<file path="config.mk">
export PLATFORM = sky130hd
export DESIGN_NAME = type_length_string_decoder
export DESIGN_NICKNAME = d
export VERILOG_FILES = /design/src/tlsd_pkg.sv /design/src/type_length_string_decoder.sv /design/src/tlsd_front.sv /design/src/tlsd_queue.sv /design/src/tlsd_back.sv
export SDC_FILE = /design/constraint.sdc
export NUM_CORES = 1
export LEC_CHECK = 0
export BUFFER_PORTS_ARGS = -buffer_cell sky130_fd_sc_hd__buf_4
export CORE_ASPECT_RATIO = 1.4
export CORE_UTILIZATION = 61
export CTS_CLUSTER_SIZE = 8
export DETAILED_ROUTE_END_ITERATION = 8
export PLACE_DENSITY = 0.91
export SLEW_MARGIN = 30
export SYNTH_ARGS = -nofsm -noshare
export SYNTH_HDL_FRONTEND = slang
export SYNTH_HIERARCHICAL = 1
export SYNTH_SLANG_ARGS = --single-unit
</file>
<file path="constraint.sdc">
create_clock -name clk -period 3.7 [get_ports clk]
set_input_delay 1.11 -clock clk [delete_from_list [all_inputs] [get_ports clk]]
set_output_delay 1.11 -clock clk [all_outputs]
set_load 0.01 [all_outputs]
</file>
<file path="src/tlsd_pkg.sv">
// ----------------------------------------------------------------------------
// tlsd_pkg: shared types and constants for the type/length string decoder
// Holds the string type codes, the entry passed from front to back and the
// BCD-plus character table.
// ----------------------------------------------------------------------------
`timescale 1ns / 1ps
`default_nettype none

package tlsd_pkg;

	// Input item kinds.
	localparam logic KIND_HEADER = 1'b0;
	localparam logic KIND_DATA   = 1'b1;

	// String types as carried in header bits 7:6.
	typedef enum logic [1:0] {
		STR_BINARY = 2'd0,
		STR_BCD    = 2'd1,
		STR_PACK6  = 2'd2,
		STR_ASCII8 = 2'd3
	} tlsd_type_t;

	// Position within a group of three bytes that pack four 6-bit characters.
	typedef enum logic [1:0] {
		PACK_FIRST  = 2'd0,
		PACK_SECOND = 2'd1,
		PACK_THIRD  = 2'd2,
		PACK_SPARE  = 2'd3
	} tlsd_phase_t;

	localparam logic [7:0] ASCII_SPACE = 8'h20;

	localparam int unsigned QUEUE_DEPTH_DEFAULT = 2;

	// One classified data or error beat: one or two results.
	typedef struct packed {
		logic [7:0] ch0;
		logic [7:0] ch1;
		logic       two;         // second character present
		logic       char_valid0; // first result carries a character
		logic       end_last;    // the last result closes the string
		logic       err;
	} tlsd_entry_t;

	function automatic logic [7:0] bcd_char(input logic [3:0] nib);
		logic [7:0] c;
		case (nib)
			4'd0:  c = "0";
			4'd1:  c = "1";
			4'd2:  c = "2";
			4'd3:  c = "3";
			4'd4:  c = "4";
			4'd5:  c = "5";
			4'd6:  c = "6";
			4'd7:  c = "7";
			4'd8:  c = "8";
			4'd9:  c = "9";
			4'd10: c = " ";
			4'd11: c = "-";
			4'd12: c = ".";
			default: c = "X";
		endcase
		return c;
	endfunction

endpackage

`default_nettype wire

</file>
<file path="src/type_length_string_decoder.sv">
// ----------------------------------------------------------------------------
// type_length_string_decoder: type/length string decoder top level
// Decodes BCD-plus, packed 6-bit and 8-bit ASCII strings that follow a
// type/length header into a stream of characters.
// ----------------------------------------------------------------------------
//  channel  | direction | handshake            | payload
//  in       | input     | in_valid / in_ready  | kind, byte_value
//  out      | output    | out_valid/ out_ready | char_valid, character,
//           |           |                      | end_of_name, error
//
//  An input beat is classified in the cycle it is accepted and written to the
//  queue; its first result is presented once the output register loads it.
//  The output stage sends one result a cycle while out_ready is high; a beat
//  with two characters (BCD-plus, third packed byte) yields two such results.
//  The queue of QUEUE_DEPTH entries absorbs output stalls; in_ready drops only
//  when it is full. Beats that give no result never enter the queue.
//  Reset clears the string state and empties the queue; no result is pending.
// ----------------------------------------------------------------------------
`timescale 1ns / 1ps
`default_nettype none

module type_length_string_decoder import tlsd_pkg::*; #(
	parameter int unsigned QUEUE_DEPTH = QUEUE_DEPTH_DEFAULT
) (
	input  wire logic        clk,
	input  wire logic        arst_n,
	input  wire logic        in_valid,
	output logic             in_ready,
	input  wire logic        kind,
	input  wire logic [7:0]  byte_value,
	output logic             out_valid,
	input  wire logic        out_ready,
	output logic             char_valid,
	output logic [7:0]       character,
	output logic             end_of_name,
	output logic             error
);

	tlsd_entry_t push_entry;
	tlsd_entry_t head;
	logic        push;
	logic        full;
	logic        pop;
	logic        not_empty;

	tlsd_front u_front (
		.clk        (clk),
		.arst_n     (arst_n),
		.in_valid   (in_valid),
		.in_ready   (in_ready),
		.kind       (kind),
		.byte_value (byte_value),
		.q_full     (full),
		.q_push     (push),
		.q_entry    (push_entry)
	);

	tlsd_queue #(
		.DEPTH (QUEUE_DEPTH)
	) u_queue (
		.clk        (clk),
		.arst_n     (arst_n),
		.push       (push),
		.push_entry (push_entry),
		.full       (full),
		.pop        (pop),
		.not_empty  (not_empty),
		.head       (head)
	);

	tlsd_back u_back (
		.clk         (clk),
		.arst_n      (arst_n),
		.q_not_empty (not_empty),
		.q_head      (head),
		.q_pop       (pop),
		.out_valid   (out_valid),
		.out_ready   (out_ready),
		.char_valid  (char_valid),
		.character   (character),
		.end_of_name (end_of_name),
		.error       (error)
	);

endmodule

`default_nettype wire

</file>
<file path="src/tlsd_front.sv">
// ----------------------------------------------------------------------------
// tlsd_front: input stage of the type/length string decoder
// Accepts header and data beats, keeps the open string's state and turns
// each beat into a queue entry of zero, one or two results.
// ----------------------------------------------------------------------------
`timescale 1ns / 1ps
`default_nettype none

module tlsd_front import tlsd_pkg::*; (
	input  wire logic        clk,
	input  wire logic        arst_n,
	input  wire logic        in_valid,
	output logic             in_ready,
	input  wire logic        kind,
	input  wire logic [7:0]  byte_value,
	input  wire logic        q_full,
	output logic             q_push,
	output tlsd_entry_t      q_entry
);

	tlsd_type_t  string_type_q, string_type_d;
	logic [4:0]  bytes_left_q, bytes_left_d;
	tlsd_phase_t pack_phase_q, pack_phase_d;
	logic [3:0]  carried_q, carried_d;
	logic        term_q, term_d;
	logic        in_fire;
	logic        last;

	assign in_ready = !q_full;
	assign in_fire  = in_valid && in_ready;
	assign last     = (bytes_left_q == 5'd1);

	always_comb begin
		string_type_d = string_type_q;
		bytes_left_d  = bytes_left_q;
		pack_phase_d  = pack_phase_q;
		carried_d     = carried_q;
		term_d        = term_q;
		q_push        = 1'b0;
		q_entry       = '0;
		if (kind == KIND_HEADER) begin
			string_type_d = tlsd_type_t'(byte_value[7:6]);
			bytes_left_d  = byte_value[4:0];
			pack_phase_d  = PACK_FIRST;
			carried_d     = 4'd0;
			term_d        = 1'b0;
			if (byte_value[4:0] == 5'd0) begin
				q_push      = in_fire;
				q_entry.err = 1'b1;
			end
		end else if (bytes_left_q == 5'd0) begin
			// Data beat with no open string: error, state untouched.
			q_push      = in_fire;
			q_entry.err = 1'b1;
		end else begin
			bytes_left_d     = bytes_left_q - 5'd1;
			q_entry.end_last = last;
			unique case (string_type_q)
				STR_BCD: begin
					q_entry.ch0         = bcd_char(byte_value[7:4]);
					q_entry.ch1         = bcd_char(byte_value[3:0]);
					q_entry.two         = 1'b1;
					q_entry.char_valid0 = 1'b1;
				end
				STR_PACK6: begin
					q_entry.char_valid0 = 1'b1;
					unique case (pack_phase_q)
						PACK_FIRST: begin
							q_entry.ch0  = {2'b00, byte_value[5:0]} + ASCII_SPACE;
							carried_d    = {2'b00, byte_value[7:6]};
							pack_phase_d = PACK_SECOND;
						end
						PACK_SECOND: begin
							q_entry.ch0  = {2'b00, byte_value[3:0], carried_q[1:0]}
								+ ASCII_SPACE;
							carried_d    = byte_value[7:4];
							pack_phase_d = PACK_THIRD;
						end
						PACK_THIRD, PACK_SPARE: begin
							q_entry.ch0  = {2'b00, byte_value[1:0], carried_q}
								+ ASCII_SPACE;
							q_entry.ch1  = {2'b00, byte_value[7:2]} + ASCII_SPACE;
							q_entry.two  = 1'b1;
							carried_d    = 4'd0;
							pack_phase_d = PACK_FIRST;
						end
						default: begin
							pack_phase_d = PACK_FIRST;
						end
					endcase
				end
				STR_ASCII8: begin
					if (!term_q) begin
						if (byte_value == 8'd0) begin
							term_d = 1'b1;
						end else begin
							q_entry.ch0         = byte_value;
							q_entry.char_valid0 = 1'b1;
						end
					end
				end
				default: begin
				end
			endcase
			// A beat with no character only yields a result when it closes the string.
			q_push = in_fire && (q_entry.char_valid0 || last);
			if (last) begin
				pack_phase_d = PACK_FIRST;
				carried_d    = 4'd0;
				term_d       = 1'b0;
			end
		end
	end

	always_ff @(posedge clk or negedge arst_n) begin
		if (!arst_n) begin
			string_type_q <= STR_BINARY;
			bytes_left_q  <= 5'd0;
			pack_phase_q  <= PACK_FIRST;
			carried_q     <= 4'd0;
			term_q        <= 1'b0;
		end else if (in_fire) begin
			string_type_q <= string_type_d;
			bytes_left_q  <= bytes_left_d;
			pack_phase_q  <= pack_phase_d;
			carried_q     <= carried_d;
			term_q        <= term_d;
		end
	end

	// A zero-length header always queues an error result.
	assert property (@(posedge clk) disable iff (!arst_n)
		(in_fire && kind == KIND_HEADER && byte_value[4:0] == 5'd0)
		|-> (q_push && q_entry.err))
		else $error("zero-length header did not raise an error");

	// The carried bits are empty whenever a packed group starts afresh.
	assert property (@(posedge clk) disable iff (!arst_n)
		(pack_phase_q == PACK_FIRST) |-> (carried_q == 4'd0))
		else $error("carried bits left over at group start");

endmodule

`default_nettype wire

</file>
<file path="src/tlsd_queue.sv">
// ----------------------------------------------------------------------------
// tlsd_queue: entry queue between front and back
// A small circular buffer of classified entries so that the input side and
// the output side can stall independently.
// ----------------------------------------------------------------------------
`timescale 1ns / 1ps
`default_nettype none

module tlsd_queue import tlsd_pkg::*; #(
	parameter int unsigned DEPTH = QUEUE_DEPTH_DEFAULT
) (
	input  wire logic        clk,
	input  wire logic        arst_n,
	input  wire logic        push,
	input  tlsd_entry_t      push_entry,
	output logic             full,
	input  wire logic        pop,
	output logic             not_empty,
	output tlsd_entry_t      head
);

	localparam int unsigned PTR_W = (DEPTH > 1) ? $clog2(DEPTH) : 1;
	localparam int unsigned CNT_W = $clog2(DEPTH + 1);

	tlsd_entry_t      slots_q [DEPTH];
	logic [PTR_W-1:0] wr_ptr_q, rd_ptr_q;
	logic [CNT_W-1:0] count_q;
	logic             do_push, do_pop;

	assign full      = (count_q == CNT_W'(DEPTH));
	assign not_empty = (count_q != '0);
	assign head      = slots_q[rd_ptr_q];
	assign do_push   = push && !full;
	assign do_pop    = pop && not_empty;

	function automatic logic [PTR_W-1:0] ptr_inc(input logic [PTR_W-1:0] p);
		return (p == PTR_W'(DEPTH - 1)) ? '0 : p + PTR_W'(1);
	endfunction

	always_ff @(posedge clk) begin
		if (do_push) begin
			slots_q[wr_ptr_q] <= push_entry;
		end
	end

	always_ff @(posedge clk or negedge arst_n) begin
		if (!arst_n) begin
			wr_ptr_q <= '0;
			rd_ptr_q <= '0;
			count_q  <= '0;
		end else begin
			if (do_push) begin
				wr_ptr_q <= ptr_inc(wr_ptr_q);
			end
			if (do_pop) begin
				rd_ptr_q <= ptr_inc(rd_ptr_q);
			end
			if (do_push && !do_pop) begin
				count_q <= count_q + CNT_W'(1);
			end else if (do_pop && !do_push) begin
				count_q <= count_q - CNT_W'(1);
			end
		end
	end

	assert property (@(posedge clk) disable iff (!arst_n)
		count_q <= CNT_W'(DEPTH))
		else $error("queue occupancy beyond its depth");

	// The front never offers an entry to a full queue.
	assert property (@(posedge clk) disable iff (!arst_n)
		push |-> !full)
		else $error("entry pushed into a full queue");

	assert property (@(posedge clk) disable iff (!arst_n)
		(do_push && !do_pop) |=> (count_q == $past(count_q) + CNT_W'(1)))
		else $error("queue occupancy did not follow a push");

endmodule

`default_nettype wire

</file>
<file path="src/tlsd_back.sv">
// ----------------------------------------------------------------------------
// tlsd_back: output stage of the type/length string decoder
// Takes one entry at a time from the queue into a register and presents its
// one or two results on the output channel.
// ----------------------------------------------------------------------------
`timescale 1ns / 1ps
`default_nettype none

module tlsd_back import tlsd_pkg::*; (
	input  wire logic        clk,
	input  wire logic        arst_n,
	input  wire logic        q_not_empty,
	input  tlsd_entry_t      q_head,
	output logic             q_pop,
	output logic             out_valid,
	input  wire logic        out_ready,
	output logic             char_valid,
	output logic [7:0]       character,
	output logic             end_of_name,
	output logic             error
);

	tlsd_entry_t cur_q;
	logic        cur_valid_q;
	logic        second_q;   // presenting the second result of the entry
	logic        out_fire;
	logic        cur_done;
	logic        load;

	assign out_fire = out_valid && out_ready;
	assign cur_done = out_fire && (!cur_q.two || second_q);
	assign load     = !cur_valid_q || cur_done;
	assign q_pop    = load && q_not_empty;

	assign out_valid   = cur_valid_q;
	assign char_valid  = second_q ? 1'b1 : cur_q.char_valid0;
	assign character   = second_q ? cur_q.ch1 : cur_q.ch0;
	assign end_of_name = cur_q.end_last && (second_q || !cur_q.two);
	assign error       = cur_q.err && !second_q;

	always_ff @(posedge clk) begin
		if (q_pop) begin
			cur_q <= q_head;
		end
	end

	always_ff @(posedge clk or negedge arst_n) begin
		if (!arst_n) begin
			cur_valid_q <= 1'b0;
			second_q    <= 1'b0;
		end else if (load) begin
			cur_valid_q <= q_not_empty;
			second_q    <= 1'b0;
		end else if (out_fire) begin
			second_q    <= 1'b1;
		end
	end

	// The second result only exists for entries that carry two characters.
	assert property (@(posedge clk) disable iff (!arst_n)
		second_q |-> (cur_valid_q && cur_q.two))
		else $error("second result shown for a single-result entry");

	// An error result never carries a character.
	assert property (@(posedge clk) disable iff (!arst_n)
		(out_valid && error) |-> !char_valid)
		else $error("error result carries a character");

endmodule

`default_nettype wire
</file>
==> flow_metrics.env, run 1 <==
export IMPL_hold_viol_final=0
export IMPL_ys_async_sr_fraction=0.250
export IMPL_vias=2618
export IMPL_grt_max_degree=22
export IMPL_synth_top_flop_cell="edfxtp_1"
export IMPL_power_switching_share=0.324
export IMPL_cts_sinks=80
export IMPL_synth_compound_area_frac=0.118
export IMPL_layout_drive_gt1_share=0.236
export IMPL_synth_area_top_cells="edfxtp_1, dfrtp_1, mux2_4, nand2_1, o21ai_0"
export IMPL_syn_nets=350
export IMPL_synth_edf_count=60
export IMPL_power_frac_comb=0.348
export IMPL_ys_warnings_count=6
export IMPL_power_switching_w=0.00108
export IMPL_crit_type="input pin to register"
export IMPL_firstDrtPassIters=7
export IMPL_cts_tree="built"
export IMPL_yosysUniqueCellTypes=60
export IMPL_syn_area_mm2=0.00406
export IMPL_hold_path_class="register to register"
export IMPL_die_h_um=98.6
export IMPL_die_area_mm2=0.00699
export IMPL_status="completed"
export IMPL_clock_skew_ns=0.0103
export IMPL_worstSetupStartpointType="input pin"
export IMPL_max_freq_mhz=330
export IMPL_synth_top_family_by_area="simple AND/OR/NAND/NOR gates"
export IMPL_post_cts_resized=0
export IMPL_synth_xor_area_share=0.0108
export IMPL_antenna_found_initial=0
export IMPL_worstSetupEndpointType="register"
export IMPL_worst_ep_arrival_time_ns=3.00
export IMPL_place_congestion=0.948
export IMPL_cp_required_ns=3.67
export IMPL_fin_setup_tns_ns=0
export IMPL_ctsHoldBuffers=0
export IMPL_grt_first_pass_wirelength_mm=12.1
export IMPL_htree_levels=3
export IMPL_finalSetupViolations=0
export IMPL_rows=34
export IMPL_rsz0062_at_grt="false"
export IMPL_wirelength_mm=7.15
export IMPL_grt_pass1_vias=2551
export IMPL_min_period_ns=3.03
export IMPL_cts_buffer_depth=2
export IMPL_ff_latch_area_mm2=0.00230
export IMPL_via_per_inst=6.19
export IMPL_grt_overflow_total=0
export IMPL_initial_utilization=0.641
export IMPL_port_buffer_count=25
export IMPL_wl_per_cell_um=16.9
export IMPL_cts_setup_buffers=0
export IMPL_clkLatencyLatePin_ns=0.35
export IMPL_synth_area_leader_cell="edfxtp_1"
export IMPL_ys_seq_area_frac=0.567
export IMPL_post_synth_inst_count=329
export IMPL_clock_root_buffer="clkbuf_8"
export IMPL_worst_slack_ns=0.666
export IMPL_dp_worst_setup_slack_ns=0.303
export IMPL_leakagePower_nw=1.76
export IMPL_num_antenna_cells=0
export IMPL_area_growth_pct=9.95
export IMPL_drtAntennaViolNets=0
export IMPL_core_area_mm2=0.00634
export IMPL_drtIter0Drc=177
export IMPL_final_max_slew_viol_count=0
export IMPL_num_io_pins=26
export IMPL_max_cap_violations=0
export IMPL_multiInputGateArea_mm2=0.00160
export IMPL_track_usage=0.228
export IMPL_avgSynthCellArea_um2=12.3
export IMPL_ir_drop_v=0.000418
export IMPL_synth_seq_cells=80
export IMPL_power_density_mw_per_mm2=748
export IMPL_drc=0
export IMPL_fin_crit_sh=0.820
export IMPL_power_internal_w=0.00226
export IMPL_synth_adder_area_share=0.0246
export IMPL_pwr_share_seq=0.445
export IMPL_dieWidth_um=71.0
export IMPL_nets=367
export IMPL_worst_pin_slew_ns=0.884
export IMPL_synth_top_area_frac=0.443
export IMPL_path_clk_slew_ns=0.08
export IMPL_relSlewSlack=0.411
export IMPL_p_clk_frac=0.206
export IMPL_muxShareOfSynthArea=0.112
export IMPL_synth_simple_gate_area_frac=0.123
export IMPL_cts_buffers=9
export IMPL_hpwl_mm=4.89
export IMPL_critPathMaxFanout=20
export IMPL_nFillCells=419
power by group through the flow:
stage	sequential, W	combinational, W	clock (W)
finish	0.00149	0.00116	0.000689
global route	0.00153	0.00127	0.000757
CTS	0.00149	0.00116	0.000713
detailed placement	0.00151	0.00116	0
global placement	0.00150	0.00112	0
floorplan	0.00138	0.000973	0
cell families after synthesis:
group / after synthesis
compound gates: 72
flops: 80
xor+xnor: 5
mux: 32
other cells: 1
simple gates: 96
fa+ha+maj: 8
buf+inv: 35
synth_stat cells (2+ instances only):
master      n
and3_1      3
xnor2_1     3
a31oi_1     3
nand2_1    32
or3_1       2
or2_2       2
a21oi_1    13
o2bb2ai_1   2
a221oi_1    4
o21ai_0    21
mux2_4     26
nand2b_1    2
nor3_1      2
edfxtp_1   60
a32oi_1     3
buf_4       2
nor2b_1     7
mux2_2      3
dfrtp_1    20
xor2_1      2
o211ai_1    3
a21o_1      3
ha_1        8
clkbuf_1   13
and2_1      3
mux2i_1     3
inv_1      14
nand3_1     5
o22ai_1     3
a221o_1     2
buf_6       4
a22o_1      2
o31ai_1     2
nor2_1     22
nand3b_1    2
a22oi_1     4
critical path, stage by stage:
cell,delay [ns]
buf_4,0.15
or4_4,0.55
o21ai_0,0.16
nand2_1,0.07
a31oi_1,0.18
and3_1,0.77
state kept, by name (all words and copies together), names as in the netlist:
name and cells:
u_back/cur_q 20, u_front/carried_q 4, u_back/second_q 1, u_back/out_valid 1, u_front/bytes_left_q 5, u_front/term_q 1
u_queue/rd_ptr_q 1, u_queue/count_q 2, u_front/string_type_q 2, u_front/pack_phase_q 2, u_queue/wr_ptr_q 1, u_queue/slots_q 40
per-layer routing:
metal	up-vias	share of wire	GRT usage
met5	-	0	0
met4	0	0.020	0.112
met3	19	0.058	0.0644
met2	101	0.52	0.371
met1	1254	0.41	0.279
li1	1244	-	-
stage by stage:
stage                     cells  total power (W)  hold slack (ns)  instance area, µm²   util
after floorplan             329          0.00236            0.460                4060      -
after global placement      407          0.00262            0.479                4230  0.668
after detailed placement    407          0.00267            0.492                4250  0.670
after CTS                   423          0.00337            0.515                4470  0.705
after global routing        423          0.00355            0.541                4470  0.705
final                       423          0.00334            0.516                4470  0.705
layout make-up:
class,count,area share
timing repair buffer,27,0.0454
tap,72,0.0202
clock inverter,7,0.0213
multi-input combinational,214,0.358
clock buffer,9,0.0277
inverter,14,0.0118
sequential,80,0.516
placed cells by master, fill, tap and decap left out, types with 4 or more instances in the layout:
cell,n
a21oi_1,13
a221oi_1,4
a22oi_1,4
buf_4,27
clkbuf_8,9
dfrtp_1,19
edfxtp_1,60
ha_1,8
inv_1,14
mux2_4,26
nand2_1,32
nand3_1,5
nor2_1,22
nor2b_1,7
o21ai_0,21
final timing paths:
check | slack [ns] | startpoint | to | cells past startpoint
worst max-delay path | 0.67 | byte_value[2] | u_queue/slots_q[1][19] | 6
worst min register to register | 0.52 | u_queue/wr_ptr_q | u_queue/wr_ptr_q | 1
max in group asynchronous | 2.84 | arst_n | u_queue/rd_ptr_q | 1
min in group asynchronous | 0.63 | arst_n | u_front/carried_q[1] | 1
worst max register to register | 0.86 | u_front/string_type_q[0] | u_queue/slots_q[1][19] | 6
worst min-delay path | 0.52 | u_queue/wr_ptr_q | u_queue/wr_ptr_q | 1
Note: power is estimated with default switching activity, not from simulation.
==> run 2: changes to the inputs <==
CORE_UTILIZATION = 55   (was 61)
PLACE_DENSITY = 0.87   (was 0.91)
clock period = 2.51 ns   (was 3.7 ns; I/O delays follow)
==> run 2 against run 1 <==
The run now ends with setup timing left. Clock power grew 48%. Sequential cell count unchanged. Wire length up 3.2%. Final cell count increased by 8.7%. Global-route usage down 1.6 points. Non-clock buffer count up 14. Sequential power increased by 42%. Hold slack worse by 0.24 ns. Clock skew shrank 0.0014 ns. Power increased by 50%. Die area grew 11%.
==> flow_metrics.env, run 2 (synthesis gave the netlist of run 1 again) <==
export IMPL_die_area_mm2=0.00774
export IMPL_initial_utilization=0.574
export IMPL_num_antenna_cells=0
export IMPL_max_cap_violations=0
export IMPL_clkLatencyLatePin_ns=0.35
export IMPL_place_congestion=0.915
export IMPL_largest_reg_flops=40
export IMPL_hold_path_class="input pin to async pin"
export IMPL_finalSetupViolations=1
export IMPL_mostFrequentLayoutCells="edfxtp_1, buf_4, nand2_1"
export IMPL_drtAntennaViolNets=0
export IMPL_p_clk_frac=0.204
export IMPL_power_w=0.00500
export IMPL_hpwl_mm=5.24
export IMPL_worstSetupStartpointType="input pin"
export IMPL_firstDrtPassIters=5
export IMPL_clock_skew_ns=0.00881
export IMPL_layout_drive_gt1_share=0.279
export IMPL_dieWidth_um=74.6
export IMPL_wl_per_cell_um=16.0
export IMPL_cts_sinks=80
export IMPL_ir_drop_v=0.000458
export IMPL_failed_checks="setup timing"
export IMPL_cp_required_ns=2.78
export IMPL_max_freq_mhz=389
export IMPL_fin_setup_tns_ns=-0.0588
export IMPL_wirelength_mm=7.38
export IMPL_relSlewSlack=0.544
export IMPL_power_density_mw_per_mm2=1080
export IMPL_worst_ep_arrival_time_ns=2.84
export IMPL_status="complete, but fails checks"
export IMPL_hold_viol_final=0
export IMPL_cts_tree="built"
export IMPL_rrSetupSlack_ns=0.33
export IMPL_cts_buffers=9
export IMPL_regMostFlops="u_queue/slots_q"
export IMPL_leakagePower_nw=1.82
export IMPL_core_area_mm2=0.00707
export IMPL_area_growth_pct=14.0
export IMPL_die_h_um=104
export IMPL_final_max_slew_viol_count=0
export IMPL_critPathMaxFanout=3
export IMPL_min_period_ns=2.57
export IMPL_grt_first_pass_wirelength_mm=12.2
export IMPL_power_internal_w=0.00337
export IMPL_grt_max_degree=22
export IMPL_track_usage=0.212
export IMPL_rsz0062_at_grt="true"
export IMPL_worst_slack_ns=-0.0588
export IMPL_rows=36
export IMPL_fin_crit_sh=1.02
export IMPL_vias=2686
export IMPL_cts_buffer_depth=2
export IMPL_power_switching_w=0.00163
export IMPL_clock_root_buffer="clkbuf_8"
export IMPL_drc=0
export IMPL_drtIter0Drc=219
export IMPL_mostFrequentLayoutCell="edfxtp_1"
export IMPL_grt_pass1_vias=2609
export IMPL_power_frac_comb=0.374
export IMPL_worst_pin_slew_ns=0.674
export IMPL_worstSetupEndpointType="register"
export IMPL_largest_registers="u_queue/slots_q x40, u_back/cur_q x20, u_front/bytes_left_q x5"
export IMPL_crit_type="input pin to register"
export IMPL_num_io_pins=26
export IMPL_pwr_share_seq=0.423
export IMPL_grt_overflow_total=0
export IMPL_port_buffer_count=25
export IMPL_nets=381
export IMPL_power_switching_share=0.325
export IMPL_via_per_inst=5.84
export IMPL_antenna_found_initial=0
export IMPL_nFillCells=513
export IMPL_htree_levels=3
export IMPL_path_clk_slew_ns=0.08
==> run 2: routing by layer <==
layer,vias up,wire (µm),global-route usage,part of all wire
li1,1274,-,-,-
met1,1288,2960,0.262,0.40
met2,107,3850,0.339,0.52
met3,17,373,0.0428,0.051
met4,0,195,0.117,0.026
met5,-,0,0,0
==> run 2: what timing repair did <==
| action | CTS | global route |
|---|---|---|
| pin swaps | 6 | 2 |
| endpoints found under the setup margin | 21 | 21 |
| buffers inserted | 1 | 0 |
| gates resized for setup | 3 | 1 |
| cloned | 0 | 0 |
| hold buffers | 0 | 0 |
==> run 2: power groups by stage <==
stage | clock network [W] | registers, W | logic [W]
after floorplan | 0 | 0.00204 | 0.00146
after global placement | 0 | 0.00212 | 0.00179
after detailed placement | 0 | 0.00214 | 0.00185
after CTS | 0.00105 | 0.00211 | 0.00187
after global routing | 0.00111 | 0.00216 | 0.00205
final | 0.00102 | 0.00211 | 0.00187
==> run 2: layout make-up <==
cell class	count	area (µm²)	share of cell area
multi-input combinational	214	1630	0.351
clock buffer	9	124	0.0267
tap	95	119	0.0257
clock inverter	7	93.8	0.0203
sequential	80	2300	0.497
timing repair buffer	41	315	0.0681
inverter	14	52.6	0.0113
==> run 2: worst paths after layout <==
kind,from,end,cells past startpoint
max,byte_value[0],u_queue/count_q[1],11
min,arst_n,u_front/bytes_left_q[2],1
max reg2reg,u_front/string_type_q[0],u_queue/slots_q[0][15],7
min reg2reg,u_front/carried_q[2],u_front/carried_q[2],1
max in group asynchronous,arst_n,u_back/second_q,1
min in group clk,u_front/carried_q[2],u_front/carried_q[2],1
==> run 2: worst max-delay path: stages <==
cell      delay [ns]
buf_6           0.09
or4_4           0.55
o41a_4          0.37
o21bai_1        0.18
a31oi_2         0.13
nand2_2         0.14
inv_2           0.06
ha_4            0.15
xor2_1          0.13
nor2_1          0.12
xor2_1          0.17
==> run 2: stage by stage <==
stage / hold slack [ns] / instances / util / worst slack, ns / instance area [µm²]
2_1_floorplan: 0.457 / 329 / - / -0.193 / 4100
3_3_place_gp: 0.479 / 443 / 0.621 / -0.393 / 4390
3_5_place_dp: 0.492 / 443 / 0.621 / -0.500 / 4390
4_1_cts: 0.267 / 460 / 0.654 / -0.0230 / 4630
5_1_grt: 0.265 / 460 / 0.655 / -0.0870 / 4630
6_report: 0.271 / 460 / 0.655 / -0.0588 / 4630
